[config.mk]
export PLATFORM = sky130hd
export DESIGN_NAME = rgb_to_hsv_convert_core
export DESIGN_NICKNAME = d
export VERILOG_FILES = /design/src/sv/rhc_pkg.sv /design/src/sv/rhc_front.sv /design/src/sv/rhc_queue.sv /design/src/sv/rhc_back.sv /design/src/sv/rgb_to_hsv_convert_core.sv
export VERILOG_INCLUDE_DIRS = /design/src /design/src/sv
export SDC_FILE = /design/constraint.sdc
export NUM_CORES = 2
export LEC_CHECK = 0
export BUFFER_PORTS_ARGS = -buffer_cell sky130_fd_sc_hd__buf_2
export CAP_MARGIN = 20
export CORE_MARGIN = 2
export CORE_UTILIZATION = 70
export CTS_BUF_LIST = sky130_fd_sc_hd__clkbuf_4
export DETAILED_ROUTE_END_ITERATION = 7
export GPL_ROUTABILITY_DRIVEN = 0
export PLACE_DENSITY = 0.95
export SKIP_CTS_REPAIR_TIMING = 1
export SYNTH_ARGS = -nofsm -noshare
export SYNTH_HDL_FRONTEND = slang
export SYNTH_SLANG_ARGS = --single-unit
[constraint.sdc]
create_clock -name clk -period 53.5 [get_ports clk]
set_input_delay 8.025 -clock clk [delete_from_list [all_inputs] [get_ports clk]]
set_output_delay 8.025 -clock clk [all_outputs]
set_load 0.01 [all_outputs]
[src/sv/rgb_to_hsv_convert_core_defines.svh]
// Assertion macros for the RGB to HSV converter.
// Included by the top level; needs no other file.
`ifndef RGB_TO_HSV_CONVERT_CORE_DEFINES_SVH
`define RGB_TO_HSV_CONVERT_CORE_DEFINES_SVH
`ifndef SYNTHESIS
`define RHC_ASSERT_IMP(lbl, clk, rst_n, ante, cons) \
	lbl: assert property (@(posedge clk) disable iff (!rst_n) (ante) |-> (cons)) \
		else $error("rhc assertion failed");
`define RHC_ASSERT_NXT(lbl, clk, rst_n, ante, cons) \
	lbl: assert property (@(posedge clk) disable iff (!rst_n) (ante) |=> (cons)) \
		else $error("rhc assertion failed");
`else
`define RHC_ASSERT_IMP(lbl, clk, rst_n, ante, cons)
`define RHC_ASSERT_NXT(lbl, clk, rst_n, ante, cons)
`endif
`endif

[src/sv/rhc_pkg.sv]
// Shared widths, constants and the item type passed from front to back.
// No dependencies.
package rhc_pkg;
	localparam int CH_W        = 8;
	localparam int HUE_W       = 16;
	localparam int DEN_W       = 9;   // 2*delta or 2*max, up to 510
	localparam int HNUM_W      = 22;  // 12000*|diff| + delta, below 2^22
	localparam int SNUM_W      = 17;  // 510*delta + max, below 2^17
	localparam int QUOT_W      = 13;  // hue fraction up to 6000
	localparam int QUEUE_DEPTH = 2;

	localparam logic [HNUM_W-1:0] HUE_TWO_SECTOR = HNUM_W'(12000);
	localparam logic [SNUM_W-1:0] SAT_SCALE      = SNUM_W'(510);
	localparam logic [HUE_W-1:0]  HUE_OFF_RED    = HUE_W'(0);
	localparam logic [HUE_W-1:0]  HUE_OFF_GREEN  = HUE_W'(12000);
	localparam logic [HUE_W-1:0]  HUE_OFF_BLUE   = HUE_W'(24000);
	localparam logic [HUE_W-1:0]  HUE_OFF_TURN   = HUE_W'(36000);

	typedef struct packed {
		logic [HNUM_W-1:0] hue_num;
		logic [DEN_W-1:0]  hue_den;
		logic [HUE_W-1:0]  hue_off;
		logic              hue_neg;
		logic [SNUM_W-1:0] sat_num;
		logic [DEN_W-1:0]  sat_den;
		logic              undef;
		logic [CH_W-1:0]   value;
	} rhc_item_t;

	typedef struct packed {
		logic full;
		logic empty;
	} rhc_q_stat_t;
endpackage

[src/sv/rhc_front.sv]
// Front end: finds max/min and sector, forms dividends and divisors.
// Depends on rhc_pkg.
module rhc_front (
	input  logic                    clk,
	input  logic                    arst_n,
	input  logic                    in_valid,
	output logic                    in_ready,
	input  logic [rhc_pkg::CH_W-1:0] red,
	input  logic [rhc_pkg::CH_W-1:0] green,
	input  logic [rhc_pkg::CH_W-1:0] blue,
	output logic                    out_valid,
	input  logic                    out_ready,
	output rhc_pkg::rhc_item_t      out_item
);
	import rhc_pkg::*;

	localparam logic [1:0] SEC_RED   = 2'd0;
	localparam logic [1:0] SEC_GREEN = 2'd1;
	localparam logic [1:0] SEC_BLUE  = 2'd2;

	logic [1:0]      sector;
	logic [CH_W-1:0] mx, mn, d, a;
	logic [CH_W:0]   diff, ndiff;
	logic            neg;
	rhc_item_t       item;
	logic            valid_s1;
	rhc_item_t       item_s1;

	always_comb begin
		if (red >= green && red >= blue) begin
			sector = SEC_RED;
		end else if (green >= blue) begin
			sector = SEC_GREEN;
		end else begin
			sector = SEC_BLUE;
		end
		mn = (red <= green) ? red : green;
		mn = (mn <= blue) ? mn : blue;
		case (sector)
			SEC_RED: begin
				mx   = red;
				diff = {1'b0, green} - {1'b0, blue};
			end
			SEC_GREEN: begin
				mx   = green;
				diff = {1'b0, blue} - {1'b0, red};
			end
			default: begin
				mx   = blue;
				diff = {1'b0, red} - {1'b0, green};
			end
		endcase
		d     = mx - mn;
		ndiff = -diff;
		neg   = diff[CH_W];
		a     = neg ? ndiff[CH_W-1:0] : diff[CH_W-1:0];
		case (sector)
			SEC_RED:   item.hue_off = neg ? HUE_OFF_TURN : HUE_OFF_RED;
			SEC_GREEN: item.hue_off = HUE_OFF_GREEN;
			default:   item.hue_off = HUE_OFF_BLUE;
		endcase
		// negative side rounds via off - floor((12000a + d - 1) / 2d)
		item.hue_num = HNUM_W'(a) * HUE_TWO_SECTOR + HNUM_W'(d) - HNUM_W'(neg);
		item.hue_den = {d, 1'b0};
		item.hue_neg = neg;
		item.sat_num = SNUM_W'(d) * SAT_SCALE + SNUM_W'(mx);
		item.sat_den = {mx, 1'b0};
		item.undef   = (d == '0);
		item.value   = mx;
	end

	assign in_ready  = !valid_s1 || out_ready;
	assign out_valid = valid_s1;
	assign out_item  = item_s1;

	always_ff @(posedge clk or negedge arst_n) begin
		if (!arst_n) begin
			valid_s1 <= 1'b0;
		end else if (in_ready) begin
			valid_s1 <= in_valid;
		end
	end

	always_ff @(posedge clk) begin
		if (in_ready && in_valid) begin
			item_s1 <= item;
		end
	end
endmodule

[src/sv/rhc_queue.sv]
// Short queue between front and back so each side stalls on its own.
// Depends on rhc_pkg.
module rhc_queue #(
	parameter int DEPTH = rhc_pkg::QUEUE_DEPTH
) (
	input  logic                clk,
	input  logic                arst_n,
	input  logic                push,
	input  rhc_pkg::rhc_item_t  push_item,
	input  logic                pop,
	output rhc_pkg::rhc_item_t  head_item,
	output rhc_pkg::rhc_q_stat_t stat
);
	import rhc_pkg::*;

	localparam int PW = (DEPTH > 1) ? $clog2(DEPTH) : 1;
	localparam int CW = $clog2(DEPTH + 1);
	localparam logic [PW-1:0] LAST = PW'(DEPTH - 1);
	localparam logic [CW-1:0] FULL = CW'(DEPTH);

	rhc_item_t     mem_q [DEPTH];
	logic [PW-1:0] wr_ptr_q, rd_ptr_q;
	logic [CW-1:0] cnt_q;

	assign stat.full  = (cnt_q == FULL);
	assign stat.empty = (cnt_q == '0);
	assign head_item  = mem_q[rd_ptr_q];

	always_ff @(posedge clk) begin
		if (push) begin
			mem_q[wr_ptr_q] <= push_item;
		end
	end

	always_ff @(posedge clk or negedge arst_n) begin
		if (!arst_n) begin
			wr_ptr_q <= '0;
			rd_ptr_q <= '0;
			cnt_q    <= '0;
		end else begin
			if (push) begin
				wr_ptr_q <= (wr_ptr_q == LAST) ? '0 : wr_ptr_q + 1'b1;
			end
			if (pop) begin
				rd_ptr_q <= (rd_ptr_q == LAST) ? '0 : rd_ptr_q + 1'b1;
			end
			if (push && !pop) begin
				cnt_q <= cnt_q + 1'b1;
			end else if (pop && !push) begin
				cnt_q <= cnt_q - 1'b1;
			end
		end
	end
endmodule

[src/sv/rhc_back.sv]
// Back end: pipelined restoring dividers (one quotient bit per stage) for hue
// and saturation, then the sector offset and the output register. Uses rhc_pkg.
module rhc_back (
	input  logic               clk,
	input  logic               arst_n,
	input  logic               in_valid,
	input  rhc_pkg::rhc_item_t in_item,
	output logic               pop,
	output logic               m_tvalid,
	input  logic               m_tready,
	output logic [31:0]        m_tdata,  // hue_centideg[15:0], saturation[23:16], value[31:24]
	output logic [0:0]         m_tuser   // hue_undefined[0]
);
	import rhc_pkg::*;

	localparam int RW = DEN_W;

	function automatic logic [RW:0] div_step(input logic [RW-1:0] rem, input logic b,
		input logic [DEN_W-1:0] den);
		logic [RW:0] t;
		logic [RW:0] s;
		t = {rem, b};
		s = t - {1'b0, den};
		if (t >= {1'b0, den}) begin
			return {1'b1, s[RW-1:0]};
		end else begin
			return {1'b0, t[RW-1:0]};
		end
	endfunction

	logic              en;
	logic              vld_s  [QUOT_W];
	rhc_item_t         item_s [QUOT_W];
	logic [RW-1:0]     hrem_s [QUOT_W];
	logic [RW-1:0]     srem_s [QUOT_W];
	logic [QUOT_W-1:0] hq_s   [QUOT_W];
	logic [QUOT_W-1:0] sq_s   [QUOT_W];

	logic              out_vld_q;
	logic [HUE_W-1:0]  hue_q;
	logic [CH_W-1:0]   sat_q, val_q;
	logic              undef_q;

	// whole pipeline moves together; a bubble at the output frees it
	assign en  = !out_vld_q || m_tready;
	assign pop = en && in_valid;

	genvar k;
	generate
		for (k = 0; k < QUOT_W; k++) begin : g_stage
			logic [RW:0]       hs, ss;
			rhc_item_t         it;
			logic [RW-1:0]     hr, sr;
			logic [QUOT_W-1:0] hq, sq;
			logic              v;

			if (k == 0) begin : g_first
				// top dividend bits are below the divisor as the quotient fits QUOT_W
				assign it = in_item;
				assign v  = in_valid;
				assign hr = RW'(in_item.hue_num >> QUOT_W);
				assign sr = RW'(in_item.sat_num >> QUOT_W);
				assign hq = '0;
				assign sq = '0;
			end else begin : g_next
				assign it = item_s[k-1];
				assign v  = vld_s[k-1];
				assign hr = hrem_s[k-1];
				assign sr = srem_s[k-1];
				assign hq = hq_s[k-1];
				assign sq = sq_s[k-1];
			end

			assign hs = div_step(hr, it.hue_num[QUOT_W-1-k], it.hue_den);
			assign ss = div_step(sr, it.sat_num[QUOT_W-1-k], it.sat_den);

			always_ff @(posedge clk or negedge arst_n) begin
				if (!arst_n) begin
					vld_s[k] <= 1'b0;
				end else if (en) begin
					vld_s[k] <= v;
				end
			end

			always_ff @(posedge clk) begin
				if (en) begin
					item_s[k] <= it;
					hrem_s[k] <= hs[RW-1:0];
					srem_s[k] <= ss[RW-1:0];
					hq_s[k]   <= {hq[QUOT_W-2:0], hs[RW]};
					sq_s[k]   <= {sq[QUOT_W-2:0], ss[RW]};
				end
			end
		end
	endgenerate

	logic [HUE_W-1:0] hue_frac, hue_nx;
	rhc_item_t        last;

	always_comb begin
		last     = item_s[QUOT_W-1];
		hue_frac = HUE_W'(hq_s[QUOT_W-1]);
		hue_nx   = last.hue_neg ? last.hue_off - hue_frac : last.hue_off + hue_frac;
	end

	always_ff @(posedge clk or negedge arst_n) begin
		if (!arst_n) begin
			out_vld_q <= 1'b0;
		end else if (en) begin
			out_vld_q <= vld_s[QUOT_W-1];
		end
	end

	always_ff @(posedge clk) begin
		if (en) begin
			hue_q   <= last.undef ? '0 : hue_nx;
			sat_q   <= last.undef ? '0 : sq_s[QUOT_W-1][CH_W-1:0];
			val_q   <= last.value;
			undef_q <= last.undef;
		end
	end

	assign m_tvalid = out_vld_q;
	assign m_tdata  = {val_q, sat_q, hue_q};
	assign m_tuser  = undef_q;
endmodule

[src/sv/rgb_to_hsv_convert_core.sv]
// RGB to HSV converter: one pixel per clock sustained while the output accepts.
// From input transfer to output valid a pixel passes the front register (which loads
// on the transfer edge), a queue entry, 13 divider stages of one quotient bit each
// and the output register. Stalls on the output freeze the back end while the front
// keeps filling the queue.
// arst_n clears all valid flags and queue pointers; data registers are not reset.
`include "rgb_to_hsv_convert_core_defines.svh"
module rgb_to_hsv_convert_core #(
	parameter int QUEUE_DEPTH = rhc_pkg::QUEUE_DEPTH
) (
	input  logic        clk,
	input  logic        arst_n,
	input  logic        s_tvalid,
	output logic        s_tready,
	input  logic [23:0] s_tdata,   // red[7:0], green[15:8], blue[23:16]
	output logic        m_tvalid,
	input  logic        m_tready,
	output logic [31:0] m_tdata,   // hue_centideg[15:0], saturation[23:16], value[31:24]
	output logic [0:0]  m_tuser    // hue_undefined[0]
);
	import rhc_pkg::*;

	logic        f_valid, q_push, q_pop;
	rhc_item_t   f_item, q_head;
	rhc_q_stat_t q_stat;

	rhc_front u_front (
		.clk      (clk),
		.arst_n   (arst_n),
		.in_valid (s_tvalid),
		.in_ready (s_tready),
		.red      (s_tdata[7:0]),
		.green    (s_tdata[15:8]),
		.blue     (s_tdata[23:16]),
		.out_valid(f_valid),
		.out_ready(!q_stat.full),
		.out_item (f_item)
	);

	assign q_push = f_valid && !q_stat.full;

	rhc_queue #(
		.DEPTH(QUEUE_DEPTH)
	) u_queue (
		.clk      (clk),
		.arst_n   (arst_n),
		.push     (q_push),
		.push_item(f_item),
		.pop      (q_pop),
		.head_item(q_head),
		.stat     (q_stat)
	);

	rhc_back u_back (
		.clk     (clk),
		.arst_n  (arst_n),
		.in_valid(!q_stat.empty),
		.in_item (q_head),
		.pop     (q_pop),
		.m_tvalid(m_tvalid),
		.m_tready(m_tready),
		.m_tdata (m_tdata),
		.m_tuser (m_tuser)
	);

	// gray pixels carry no hue and no saturation
	`RHC_ASSERT_IMP(a_gray_zero, clk, arst_n, m_tvalid && m_tuser[0], m_tdata[23:0] == 24'd0)
	`RHC_ASSERT_IMP(a_hue_range, clk, arst_n, m_tvalid, m_tdata[15:0] < 16'd36000)
	`RHC_ASSERT_IMP(a_coloured_nonzero, clk, arst_n, m_tvalid && !m_tuser[0],
		m_tdata[31:24] != 8'd0 && m_tdata[23:16] != 8'd0)
	// a full queue stays full until the back end takes an entry
	`RHC_ASSERT_NXT(a_queue_hold, clk, arst_n, q_stat.full && !q_pop, q_stat.full)
endmodule

==> flow_summary.json <==
{
  "status": "completed",
  "ys_types": 74,
  "cts_buffers": 236,
  "cts_tree": "yes",
  "crit_path_end_kind": "register",
  "path_delay_family": "compound AO/OA/AOI/OAI gates",
  "setup_viol": 0,
  "yosys_warnings": 0,
  "holdPathEnd": "u_back.item_s[3][61]",
  "final_common_cell": "edfxtp_1",
  "drtIter0Drc": 2767,
  "fin_tns_setup_ns": 0,
  "min_period_ns": 17.93,
  "regToRegStartpoint": "u_queue.rd_ptr_q",
  "start_kind": "primary input",
  "clkLatencyLatePin_ns": 1.12,
  "clk_pin_slew_ns": 0.07,
  "viasPerCell": 6.15,
  "worstHoldStart": "u_back.item_s[2][61]",
  "die_area_um2": 73400,
  "ys.flop_type": "edfxtp_1",
  "drc": 0,
  "hold_viol_final": 0,
  "die_w_um": 271,
  "worstPathArrival_ns": 18.80,
  "path_max_fanout": 14,
  "syn_to_final_growth_pct": 8.95,
  "fmax_mhz": 55.8,
  "worstMarginPinSlew_ns": 1.11,
  "drt_wl_total_um": 103000,
  "dp_hpwl_um": 63300,
  "hold_path_class": "reg2reg",
  "worst_r2r_endpoint": "u_back.hrem_s[0][7]",
  "antenna_found_initial": 1,
  "cts.sinks": 1029,
  "multi_input_area_um2": 17300,
  "reg2reg_depth": 11,
  "finalNetCount": 4355,
  "grt_pass1_wl_um": 164000,
  "clk_path_buf_depth": 3,
  "synth_area_um2": 49900,
  "yosys.area.top_type": "edfxtp_1",
  "finalClockSkew_ns": 0.0804,
  "required_ns": 54.37,
  "drv_cap": 0,
  "whs_path_depth": 0,
  "slowest_delay_ns": 0.81,
  "ios": 63,
  "ctsRootBufferMaster": "clkbuf_4",
  "overflow": 0,
  "synth-edff-count": 1010,
  "slowest_stage": "xor2_1",
  "synthCells": 3611,
  "ys_top_cells_by_area": "edfxtp_1, ha_1, inv_1",
  "grt_max_degree": 195,
  "regArea_um2": 30800,
  "fillers": 3483,
  "layout_common_cells": "edfxtp_1, inv_1, ha_1",
  "core_um2": 70300,
  "syn_nets": 4083,
  "num_rows": 97,
  "maxSlewHeadroom_pct": 25.9,
  "yosysSeqAreaShare_pct": 61.8,
  "grt_util_all_layers_pct": 28.3,
  "synth_area_per_cell_um2": 13.8,
  "cts_max_level": 4,
  "avgRoutedWirePerCell_um": 20.6,
  "initial_core_util_pct": 71.0,
  "ys_seq_elements": 1029,
  "grt_setup_unrepaired": "no",
  "report.final.slew_viol_count": 0,
  "drt-pass1-iter-count": 8,
  "io_buffers": 62,
  "layout-drive-gt1-share_pct": 14.4,
  "async_flop_share_pct": 1.85,
  "path_class": "in2reg",
  "path_buf_inv": 7,
  "dieHeight_um": 271,
  "crit_top_cell": "inv_1",
  "r2r_slack_ns": 49.48,
  "synth_top_area_share_pct": 60.8,
  "grt_pass1_vias": 32735,
  "vias": 30782,
  "ant_nets": 0,
  "post-route-period-util_pct": 33.5
}
-- worst max-delay path by stage --
stage	slack, ns	cells after the start	endpoint	start
2_1_floorplan	19.68	4	u_back.g_stage[11].v	m_tready
3_3_place_gp	35.17	40	u_front.out_item[34]	s_tdata[9]
3_5_place_dp	34.72	40	u_front.out_item[34]	s_tdata[9]
4_1_cts	35.83	40	u_front.out_item[34]	s_tdata[9]
5_1_grt	35.04	40	u_front.out_item[34]	s_tdata[9]
6_report	35.57	40	u_front.out_item[34]	s_tdata[9]
-- cell families (layout without fill, tap and decap cells) --
group	count (synthesis)	in the layout	synth area share, %
compound gates	654	654	8.29
xor+xnor	237	237	4.19
fa+ha+maj	444	444	12.3
buf+inv	466	920	3.58
flops	1029	1029	61.8
mux	162	162	3.55
other cells	0	2	0
simple gates	619	619	6.32
-- Yosys cell counts, types with 45 or more instances --
library cell,instances
xnor2_1,164
nand2_1,102
nand4_1,45
a21o_1,126
xor2_1,72
mux2_2,113
o21ai_0,128
a21oi_1,224
nor2b_1,104
nor2_1,188
mux2i_1,47
nand2b_1,81
ha_1,368
fa_1,76
inv_1,422
edfxtp_1,1010
-- state kept, by name, summed over array words and instances, names as in the netlist --
name               count
u_front.out_item      62
u_front.out_valid      1
u_back.m_tuser         1
u_back.sq_s           36
u_queue.rd_ptr_q       1
u_back.vld_s           1
u_back.hq_s           91
u_queue.wr_ptr_q       1
u_back.srem_s        109
u_queue.cnt_q          2
u_back.m_tvalid        1
u_back.sat_q           8
u_back.val_q           8
u_back.item_s        447
u_back.hrem_s        108
u_back.hue_q          16
u_queue.mem_q        124
u_back.g_stage.v      12
-- area by class of cell --
cell class	count	area share, %
well taps	940	2.17
repair buffers	77	0.921
flip-flops and latches	1029	56.7
diodes	2	0.00921
inverters	423	2.93
clock inverters	77	0.686
clock buffers	343	4.74
multi-input cells	2116	31.8
-- layer usage --
layer	GRT usage (%)	vias to the layer above	part of all wire [%]
met5	0	-	0
met4	17.9	0	6.1
met3	6.11	508	6.3
met2	51.8	1690	54
met1	29.3	14767	34
li1	-	13817	-
-- worst register-to-register path: stages, from the launching register on --
cell and delay [ns]:
dfrtp_2 0.93, mux2i_1 0.49, inv_1 0.11, ha_1 0.30
nor2b_1 0.14, o21ai_0 0.18, nand2b_1 0.13, nor2b_1 0.15
a211oi_1 0.36, nand2b_1 0.21, nand2_1 0.30, mux2_2 0.42
-- metrics by stage --
step	instances	util [%]	setup WS [ns]	area, µm²	hold WS, ns
floorplan	3611	-	19.68	49900	0.400
global placement	4583	73.0	35.17	51300	0.400
detailed placement	4583	73.0	34.72	51300	0.405
CTS	5003	77.2	35.83	54300	0.374
global route	5006	77.3	35.04	54300	0.380
finish	5007	77.3	35.57	54300	0.365
Power is not shown: default switching activity piles up to over one toggle a cycle in this logic, so the estimate is an artifact.
